$ cat config.mk
export PLATFORM = sky130hd
export DESIGN_NAME = hse_cell
export DESIGN_NICKNAME = d
export VERILOG_FILES = /design/src/sv/hash_set_engine_core_defines.svh /design/src/sv/hse_pkg.sv /design/src/sv/hse_cell.sv
export SDC_FILE = /design/constraint.sdc
export NUM_CORES = 2
export LEC_CHECK = 0
export ABC_AREA = 1
export BUFFER_PORTS_ARGS = -buffer_cell sky130_fd_sc_hd__buf_4
export CAP_MARGIN = 20
export CORE_UTILIZATION = 30
export DETAILED_ROUTE_END_ITERATION = 6
export HOLD_SLACK_MARGIN = 0.03
export PLACE_DENSITY_LB_ADDON = 0.08
export SLEW_MARGIN = 20
export SYNTH_ARGS = -nofsm -noshare
export SYNTH_HDL_FRONTEND = slang
export SYNTH_SLANG_ARGS = --single-unit
export TNS_END_PERCENT = 50
$ cat constraint.sdc
create_clock -name clk -period 5.1 [get_ports clk]
set_input_delay 0 -clock clk [delete_from_list [all_inputs] [get_ports clk]]
set_output_delay 0 -clock clk [all_outputs]
set_load 0.03 [all_outputs]
$ cat src/sv/hash_set_engine_core_defines.svh
// Assertion macros for the hash set engine.
`ifndef HASH_SET_ENGINE_CORE_DEFINES_SVH
`define HASH_SET_ENGINE_CORE_DEFINES_SVH

// Same-cycle implication, checked on every clock edge outside reset.
`define HSE_ASSERT_NOW(label, ante, cons, msg) \
  label: assert property (@(posedge clk) disable iff (rst) (ante) |-> (cons)) \
    else $error(msg);

// Next-cycle implication.
`define HSE_ASSERT_NEXT(label, ante, cons, msg) \
  label: assert property (@(posedge clk) disable iff (rst) (ante) |=> (cons)) \
    else $error(msg);

`endif

$ cat src/sv/hse_pkg.sv
`timescale 1ns / 1ps

package hse_pkg;

  localparam int KEY_W       = 32;
  localparam int COUNT_W     = 9;
  // four rounds of h*31 + byte stay below 2**23
  localparam int HASH_W      = 23;
  localparam int BUCKETS_DEF = 64;
  localparam int WAYS_DEF    = 4;

  typedef enum logic [1:0] {
    OP_INSERT = 2'd0,
    OP_ERASE  = 2'd1,
    OP_FIND   = 2'd2,
    OP_CLEAR  = 2'd3
  } opcode_t;

  typedef enum logic [1:0] {
    WR_NONE = 2'd0,
    WR_INS  = 2'd1,
    WR_ERS  = 2'd2,
    WR_CLR  = 2'd3
  } wr_kind_t;

  typedef struct packed {
    opcode_t                   opcode;
    logic signed [KEY_W-1:0]   key;
  } req_t;

  typedef struct packed {
    logic                      hit;
    logic                      bucket_full;
    logic [COUNT_W-1:0]        entry_count;
  } rsp_t;

  typedef struct packed {
    logic act;
    logic match_seen;
    logic free_seen;
  } chain_t;

  function automatic logic [HASH_W-1:0] key_hash(input logic [KEY_W-1:0] k);
    logic [HASH_W-1:0] h;
    h = '0;
    for (int b = 0; b < 4; b++) begin
      h = (h << 5) - h + HASH_W'(k[8*b +: 8]);
    end
    return h;
  endfunction

endpackage

$ cat src/sv/hse_cell.sv
`timescale 1ns / 1ps

module hse_cell import hse_pkg::*; #(
  parameter int  BUCKETS  = BUCKETS_DEF,
  localparam int BUCKET_W = (BUCKETS > 1) ? $clog2(BUCKETS) : 1
) (
  input  logic                clk,
  input  logic                rst,
  input  logic [BUCKET_W-1:0] addr,
  input  logic [KEY_W-1:0]    key,
  input  wr_kind_t            wr_kind,
  input  chain_t              chain_in,
  output chain_t              chain_out
);

  logic [KEY_W-1:0] key_mem [BUCKETS];
  logic             vld_mem [BUCKETS];
  logic [KEY_W-1:0] key_rd;
  logic             vld_rd;
  logic             my_match;
  logic             my_free;
  logic             eq;
  logic             ins_here;
  logic             vld_we;

  assign eq       = vld_rd && (key_rd == key);
  assign ins_here = (wr_kind == WR_INS) && my_free;
  assign vld_we   = ins_here || ((wr_kind == WR_ERS) && my_match) || (wr_kind == WR_CLR);

  always_ff @(posedge clk) begin
    key_rd <= key_mem[addr];
    if (ins_here) begin
      key_mem[addr] <= key;
    end
  end

  always_ff @(posedge clk) begin
    vld_rd <= vld_mem[addr];
    if (vld_we) begin
      vld_mem[addr] <= (wr_kind == WR_INS);
    end
  end

  // first matching way and first free way claim themselves as the word passes
  always_ff @(posedge clk) begin
    if (chain_in.act) begin
      my_match <= eq && !chain_in.match_seen;
      my_free  <= !vld_rd && !chain_in.free_seen;
    end
  end

  always_ff @(posedge clk) begin
    if (rst) begin
      chain_out <= '0;
    end else begin
      chain_out.act        <= chain_in.act;
      chain_out.match_seen <= chain_in.match_seen || eq;
      chain_out.free_seen  <= chain_in.free_seen || !vld_rd;
    end
  end

endmodule

==> flow_summary.ini <==
[status]
status = complete, no violations

[clocking]
clock-sinks = 2150
cts_buffers = 245
clkLatencyLatePin_ns = 0.93
ctsRootBufferMaster = clkbuf_16
cts_tree = done
clk_path_buf_depth = 4
cts_resized = 0
clk_pin_slew_ns = 0.06
cts_max_level = 4

[synthesis]
synth_flop_cell = edfxtp_1
synth_commonest_cells = nand2_1 (3818), edfxtp_1 (2114), a21oi_1 (720)
synth-edff-count = 2114
yosysSeqAreaShare = 0.729
synthArstFlopShare = 0
yosys_warnings = 0
syn_area_per_cell_um2 = 11.0
synth_nets = 8016
ys_top_cells_by_area = edfxtp_1 (72%), nand2_1 (16%), a21oi_1 (4.1%)
ys_seq_elements = 2150
ys_types = 28
yosys.area.top_type = edfxtp_1
yosysTopAreaCellShare = 0.721
synth_most_common_cell = nand2_1
synthCells = 7971
synthesis.area_um2 = 88100

[critical_path]
required_ns = 5.89
cp-start-kind = input pin
r2r-end = chain_out[1]
worstSetupPathType = in2reg
critPathArrivalTime_ns = 4.14
reg2reg_setup_slack_ns = 2.10
worstReg2RegStart = key_rd[21]
worstPathMaxFanout = 80
endpoint_kind = register
rr_worst_depth = 11

[power]
leakage_nw = 37.5
power.total_mw = 38.9
vdd_drop_max_mv = 0.264
p_per_area_nw_per_um2 = 383

[global_routing]
antenna_found_initial = 33
grt_usage = 0.209
grt_pass1_wl_um = 440000
grt_max_degree = 185
grt_pass1_vias = 56700
overflow = 0

[sta]
worst_pin_slew_ns = 1.15
drv_slew = 0
max_freq_mhz = 298
slew_headroom = 0.233
rsz0062_at_grt = false
setup_violations = 0
hold_ws_ns = 0.0772
fin_crit_ns = 3.35
period_share = 0.657
final.setup.tns_ns = 0
hold_viol = 0
setup_ws_ns = 1.75
finClkSkew_ns = 0.0679

[cells_and_area]
drive_above_1_share = 0.0793
nets = 8087
fin_cells = 12200
areaGrowthSynthToFinish_pct = 15.3
final_area_um2 = 102000
fillCellCount = 29200
fin_util = 0.348

[place]
dpl_cell_area_um2 = 93400
dp.final_hpwl_um = 173000
dpl.cell_count = 11600
numPortBuffers = 47
dp_slack_ns = 1.49
gp_congestion = 0.823

[route]
routed_wirelength_um = 313000
drt-wirelength-per-cell_um = 25.7
ant_nets = 0
drtPass1Iterations = 7
drt-initial-drc-count = 5470
drc_errors = 0
vias_per_cell = 4.79
route.vias.total = 58200

[min_path]
holdPathStages = 3
hold_start = rst
hp-class = in2reg
hold_end = chain_out[0]

[floorplanning]
rows = 198
core_area_um2 = 292000
die_x_um = 544
die-area_um2 = 296000
die_height_um = 544
ios = 48
initial_core_util = 0.302

[run]
maxCapViolations = 0
## report_power, final
part / leakage [nW] / switching, mW / internal, mW
Combinational: 14.5 / 1.98 / 0.528
Sequential: 19.3 / 0.0558 / 19.5
Clock: 3.69 / 7.33 / 9.56
Total: 37.5 / 9.36 / 29.5
## worst max-delay path by stage
stage | cells past startpoint | slack, ns | endpoint | start
after global routing | 13 | 1.73 | key_rd[17] | addr[0]
after detailed placement | 12 | 1.49 | key_rd[3] | addr[0]
final | 13 | 1.75 | key_rd[3] | addr[0]
after global placement | 12 | 1.49 | key_rd[3] | addr[0]
after CTS | 11 | 1.91 | key_rd[15] | addr[1]
after floorplan | 6 | 0.14 | key_mem[14][0] | wr_kind[0]
## critical path: stages
cell and delay, ns:
dlygate4sd3_1 0.56, buf_8 0.40, inv_8 0.39, buf_12 0.36
buf_4 0.36, nand2_1 0.09, a21oi_1 0.06, o21ai_1 0.24
nand2_1 0.14, nand2_1 0.08, nand2_1 0.23, nor2_1 0.62
nand2_1 0.11
## repair_timing
item	CTS	global route
hold buffers	57	0
setup endpoints to repair	0	0
endpoints found under the hold margin	1770	0
buffers inserted	0	0
## sequential cells by signal, summed over array words and instances, names as in the netlist
register	flops
key_rd	32
my_free	1
key_mem	2048
my_match	1
vld_rd	1
vld_mem	64
chain_out	3
## layer usage
layer / vias to the layer above / track usage / part of all wire
li1: 27200 / - / -
met1: 29200 / 0.300 / 0.47
met2: 1392 / 0.324 / 0.45
met3: 372 / 0.0306 / 0.051
met4: 2 / 0.0675 / 0.033
met5: - / 0 / 0.000042
## area by class of cell
cell class	instances	area, µm²	share of cell area
multi-input combinational	5232	21700	0.214
timing repair buffer	280	2630	0.0259
clock buffer	330	6630	0.0653
sequential	2150	64200	0.632
inverter	133	522	0.00514
clock inverter	119	906	0.00892
antenna	17	42.5	0.000419
tap	3900	4880	0.0481
## kinds of logic (layout without fill, tap and decap cells)
group	after synthesis	count (layout)	synth area share
and+or+nand+nor	4105	4105	0.178
DFF	2150	2150	0.729
AOI/OAI and AO/OA	1119	1119	0.0638
buffers and inverters	589	862	0.0285
xor gates and xnor gates	8	8	0.000796
other	0	17	0
## placed cells by master, fill, tap and decap left out, types with 2 or more instances in the layout
cell type,netlist,routed
a21oi_1,720,720
buf_12,0,29
buf_4,8,191
buf_8,0,3
bufinv_16,0,10
clkbuf_1,225,68
clkbuf_16,0,246
clkbuf_8,0,16
clkinv_1,1,57
clkinv_2,0,38
clkinv_8,0,6
clkinvlp_4,0,3
dfxtp_1,36,36
diode_2,0,17
dlygate4sd3_1,0,57
edfxtp_1,2114,2114
inv_1,113,113
inv_2,19,16
inv_6,0,3
inv_8,0,3
nand2_1,3818,3816
nand3_1,59,59
nand4_1,2,2
nor2_1,125,124
nor2_2,3,3
nor2_4,5,6
nor3_1,85,16
nor3_2,3,69
nor3_4,0,3
o211ai_1,3,3
o21ai_0,32,32
o21ai_1,362,362
or2_2,4,4
xnor2_1,6,6
xor2_1,2,2
Power figures use the tool's default switching activity.
