===== config.mk =====
export PLATFORM = sky130hd
export DESIGN_NAME = hse_hash
export DESIGN_NICKNAME = d
export VERILOG_FILES = /design/src/sv/hash_set_engine_core_defines.svh /design/src/sv/hse_pkg.sv /design/src/sv/hse_hash.sv
export SDC_FILE = /design/constraint.sdc
export NUM_CORES = 1
export LEC_CHECK = 0
export BUFFER_PORTS_ARGS = -buffer_cell sky130_fd_sc_hd__buf_2
export CAP_MARGIN = 20
export CORE_ASPECT_RATIO = 1.2
export CORE_MARGIN = 5
export CORE_UTILIZATION = 44
export CTS_CLUSTER_SIZE = 8
export DETAILED_ROUTE_END_ITERATION = 10
export PLACE_DENSITY = 0.75
export SKIP_LAST_GASP = 1
export SLEW_MARGIN = 20
export SYNTH_ARGS = -nofsm -noshare
export SYNTH_HDL_FRONTEND = slang
export SYNTH_SLANG_ARGS = --single-unit

===== constraint.sdc =====
create_clock -name clk -period 3.8 [get_ports clk]
set_input_delay 0.19 -clock clk [delete_from_list [all_inputs] [get_ports clk]]
set_output_delay 0.19 -clock clk [all_outputs]
set_load 0.01 [all_outputs]

===== src/sv/hash_set_engine_core_defines.svh =====
// Assertion macros for the hash set engine.
`ifndef HASH_SET_ENGINE_CORE_DEFINES_SVH
`define HASH_SET_ENGINE_CORE_DEFINES_SVH

// Same-cycle implication, checked on every clock edge outside reset.
`define HSE_ASSERT_NOW(label, ante, cons, msg) \
  label: assert property (@(posedge clk) disable iff (rst) (ante) |-> (cons)) \
    else $error(msg);

// Next-cycle implication.
`define HSE_ASSERT_NEXT(label, ante, cons, msg) \
  label: assert property (@(posedge clk) disable iff (rst) (ante) |=> (cons)) \
    else $error(msg);

`endif


===== src/sv/hse_pkg.sv =====
`timescale 1ns / 1ps

package hse_pkg;

  localparam int KEY_W       = 32;
  localparam int COUNT_W     = 9;
  // four rounds of h*31 + byte stay below 2**23
  localparam int HASH_W      = 23;
  localparam int BUCKETS_DEF = 64;
  localparam int WAYS_DEF    = 4;

  typedef enum logic [1:0] {
    OP_INSERT = 2'd0,
    OP_ERASE  = 2'd1,
    OP_FIND   = 2'd2,
    OP_CLEAR  = 2'd3
  } opcode_t;

  typedef enum logic [1:0] {
    WR_NONE = 2'd0,
    WR_INS  = 2'd1,
    WR_ERS  = 2'd2,
    WR_CLR  = 2'd3
  } wr_kind_t;

  typedef struct packed {
    opcode_t                   opcode;
    logic signed [KEY_W-1:0]   key;
  } req_t;

  typedef struct packed {
    logic                      hit;
    logic                      bucket_full;
    logic [COUNT_W-1:0]        entry_count;
  } rsp_t;

  typedef struct packed {
    logic act;
    logic match_seen;
    logic free_seen;
  } chain_t;

  function automatic logic [HASH_W-1:0] key_hash(input logic [KEY_W-1:0] k);
    logic [HASH_W-1:0] h;
    h = '0;
    for (int b = 0; b < 4; b++) begin
      h = (h << 5) - h + HASH_W'(k[8*b +: 8]);
    end
    return h;
  endfunction

endpackage


===== src/sv/hse_hash.sv =====
`timescale 1ns / 1ps

module hse_hash import hse_pkg::*; #(
  parameter int  BUCKETS  = BUCKETS_DEF,
  localparam int BUCKET_W = (BUCKETS > 1) ? $clog2(BUCKETS) : 1
) (
  input  logic                clk,
  input  logic                rst,
  input  logic                start,
  input  logic [KEY_W-1:0]    key,
  output logic                done,
  output logic [BUCKET_W-1:0] bucket
);

  // exact floor(h / BUCKETS) for any HASH_W-bit h via rounded-up reciprocal
  localparam int          SHIFT   = HASH_W + BUCKET_W;
  localparam int          RECIP_W = HASH_W + 2;
  localparam int          PROD_W  = HASH_W + RECIP_W;
  localparam logic [63:0] RECIP64 = ((64'd1 << SHIFT) + 64'(BUCKETS) - 64'd1) / 64'(BUCKETS);
  localparam logic [RECIP_W-1:0] RECIP = RECIP_W'(RECIP64);

  logic [HASH_W-1:0] h_q;
  logic [HASH_W-1:0] q_q;
  logic [2:0]        stg;
  logic [PROD_W-1:0] prod;
  logic [HASH_W-1:0] qb;
  logic [HASH_W-1:0] rem;

  assign prod = PROD_W'(h_q) * PROD_W'(RECIP);
  assign qb   = q_q * HASH_W'(BUCKETS);
  assign rem  = h_q - qb;
  assign done = stg[2];

  always_ff @(posedge clk) begin
    if (rst) begin
      stg <= '0;
    end else begin
      stg <= {stg[1:0], start};
    end
  end

  always_ff @(posedge clk) begin
    if (start) begin
      h_q <= key_hash(key);
    end
    if (stg[0]) begin
      q_q <= HASH_W'(prod >> SHIFT);
    end
    if (stg[1]) begin
      bucket <= rem[BUCKET_W-1:0];
    end
  end

endmodule


==> flow_summary_export.csv <==
group,metric,value,unit
outcome,status,"completed",
critical_path,path_class,"input port to flip-flop",
clock_network,clock_latency,280,ps
cells_and_area,fin_area,1419,um^2
critical_path,r2r_start,"stg[1]$_SDFF_PP0_",
timing,worstMarginPinSlew,267.2,ps
logic_synthesis,syn_avg_cell_area,12.11,um^2
floorplanning,ios,42,
pwr,p_int,0.5612,mW
floorplanning,die_h,65.73,um
floorplanning,die_w,56.44,um
flow_run,cap_violations,0,
critical_path,cp_max_fo,2,
route,finalWirelength,1899,um
critical_path,r2r_setup_slack,3000,ps
floorplanning,num_rows,20,
floorplanning,core-area,2502,um^2
grt,grt_pass1_wl,3381,um
pwr,p_sw_frac,0.3138,
cells_and_area,nNetsFinal,201,
critical_path,crit_path_end_kind,"flip-flop",
pwr,switching_power,0.2566,mW
route,initialDrtViolationCount,15,
pwr,seqPwrFrac,0.312,
min_path,hold_end,"stg[1]$_SDFF_PP0_",
route,drt-pass1-iter-count,3,
pwr,powerDensity,576.4,nW/um^2
cells_and_area,nFillCells,241,
route,antenna_left,0,
pwr,power,0.8179,mW
clock_network,clock-sinks,15,
timing,period_share,0.9500,
route,drc,0,
logic_synthesis,syn_nets,159,
grt,grt_overflow_total,0,
pwr,peakVddDrop,0.4818,mV
timing,min_period,3610,ps
place,dp_hpwl,1692,um
clock_network,max-clock-path-buffers,2,
logic_synthesis,yosys.cell_types.count,11,
clock_network,htree_levels,1,
critical_path,start_kind,"input port",
cells_and_area,antennaDiodeCount,0,
clock_network,cts_tree,"yes",
logic_synthesis,seq_area_frac_synth,0.3692,
clock_network,post_cts_buffers,0,
timing,finalHoldViolations,0,
min_path,hp-class,"input port to flip-flop",
grt,grt_max_degree,9,
critical_path,r2r_end,"bucket[3]$_DFFE_PP_",
min_path,min_from,"rst",
timing,setup_viol,0,
logic_synthesis,synth_area,1139,um^2
critical_path,arrival,3640,ps
floorplanning,start_util,0.4550,
route,vias,771,
grt,track_usage,0.1169,
pwr,p_comb_frac,0.581,
route,via_per_inst,4.589,
logic_synthesis,synth_cells,94,
place,portBuffers,33,
floorplanning,dieArea,3709,um^2
timing,fmax,277.0,MHz
route,wl_per_cell,11.30,um
min_path,whs_path_depth,2,
clock_network,clk_pin_slew,90,ps
timing,slew-limit-headroom,0.8216,
cells_and_area,drive_above_1_share,0.3185,
logic_synthesis,ys_warn_count,0,
logic_synthesis,yosys_register_bits,15,
cells_and_area,syn_to_final_growth,24.62,%
clock_network,cts_made_buffers,3,
place,dpl_cell_area,1390,um^2
timing,drv_slew,0,
grt,first_global_vias,859,
critical_path,cp.required,3830,ps
timing,fin_skew,6.662,ps
clock_network,cts_root_buf,"clkbuf_4",
place,gp_congestion,0.6712,
pwr,cellLeakagePower,0.7488,nW
critical_path,r2r_cells,0,
timing,rsz0062_at_grt,"no",
grt,grt_antenna_before_repair,0,
pwr,power.clock.fraction,0.107,
==> placed cells by master, fill, tap and decap left out <==
cell type  instances
edfxtp_1          12
xor2_1             4
xnor3_1            1
fa_2               2
clkbuf_4           3
clkbuf_1           1
ha_1              26
a21oi_1            6
dfxtp_1            3
buf_4              4
buf_2             33
inv_1             17
nor2b_1            3
a21o_1             6
fa_1               1
ha_4               1
xnor2_1           12
==> what timing repair did <==
action,4_1_cts,5_1_grt
setup endpoints to repair,0,1
hold buffers,0,0
resized for setup,0,1
hold endpoints to repair,0,0
==> flip-flops by register name, indices dropped and copies added (netlist names) <==
name / flops
bucket: 6
h_q: 6
stg: 3
==> cell type report <==
cell class	count	area, um^2	share of cell area
Clock buffer	4	26.28	0.01852
Multi-Input combinational cell	62	671.9	0.4735
Sequential cell	15	420.4	0.2963
Tap cell	33	41.29	0.02910
Timing Repair Buffer	37	195.2	0.1376
Inverter	17	63.81	0.04497
==> stage by stage <==
step / hold WS [ps] / worst slack [ps] / util / TNS [ps] / std cells
6_report: 87.21 / 190.1 / 0.5670 / 0 / 168
3_5_place_dp: 384.3 / -233.7 / 0.5555 / -233.7 / 164
3_3_place_gp: 384.4 / -135.9 / 0.5555 / -135.9 / 164
2_1_floorplan: 261.6 / 31.12 / - / 0 / 94
4_1_cts: 83.63 / 53.95 / 0.5660 / 0 / 168
5_1_grt: 86.42 / 107.6 / 0.5670 / 0 / 168
==> worst max path at each step <==
| stage | startpoint | to | slack [ps] | cells past startpoint |
|---|---|---|---|---|
| 3_3_place_gp | key[1] | h_q[5]$_DFFE_PP_ | -140 | 15 |
| 6_report | key[1] | h_q[5]$_DFFE_PP_ | 190 | 15 |
| 2_1_floorplan | key[1] | h_q[5]$_DFFE_PP_ | 30 | 14 |
| 3_5_place_dp | key[1] | h_q[5]$_DFFE_PP_ | -230 | 15 |
| 4_1_cts | key[1] | h_q[5]$_DFFE_PP_ | 50 | 15 |
| 5_1_grt | key[1] | h_q[5]$_DFFE_PP_ | 110 | 15 |
==> logic make-up after synthesis <==
logic type,after synthesis,share of synthesized area
DFF,15,0.3692
adders and majority gates,30,0.3494
and+or+nand+nor,3,0.01649
AOI/OAI and AO/OA,12,0.06593
buffers and inverters,17,0.05604
xor gates and xnor gates,17,0.1429
==> layer usage <==
layer  wire (um)  part of all wire  GRT usage  vias to the layer above
li1            -                 -          -                      401
met1         699              0.37     0.1136                      346
met2        1059              0.56     0.2269                       22
met3         131             0.069    0.02947                        2
met4           9            0.0047    0.05341                        0
met5           0                 0          0                        -
==> cell usage after synthesis <==
cell | instances | share of area
a21o_1 | 6 | 0.040
a21oi_1 | 6 | 0.026
dfxtp_1 | 3 | 0.053
edfxtp_1 | 12 | 0.32
fa_1 | 3 | 0.053
ha_1 | 27 | 0.30
inv_1 | 17 | 0.056
nor2b_1 | 3 | 0.016
xnor2_1 | 12 | 0.092
xnor3_1 | 1 | 0.020
xor2_1 | 4 | 0.031
==> critical path, cell delays in order <==
cell and delay (ps):
buf_2 80, inv_1 30, ha_1 290, ha_1 230
fa_1 480, inv_1 40, ha_1 320, fa_2 570
inv_1 60, ha_4 220, fa_2 390, a21o_1 180
a21oi_1 180, xnor2_1 150, xnor3_1 230
==> power by group through the flow <==
stage	clock, mW	combinational, mW	sequential [mW]
2_1_floorplan	0	0.355	0.260
3_3_place_gp	0	0.475	0.259
3_5_place_dp	0	0.496	0.260
4_1_cts	0.0892	0.503	0.256
5_1_grt	0.0979	0.541	0.260
6_report	0.0875	0.475	0.255
No activity file was read; power rests on OpenSTA's default activity.
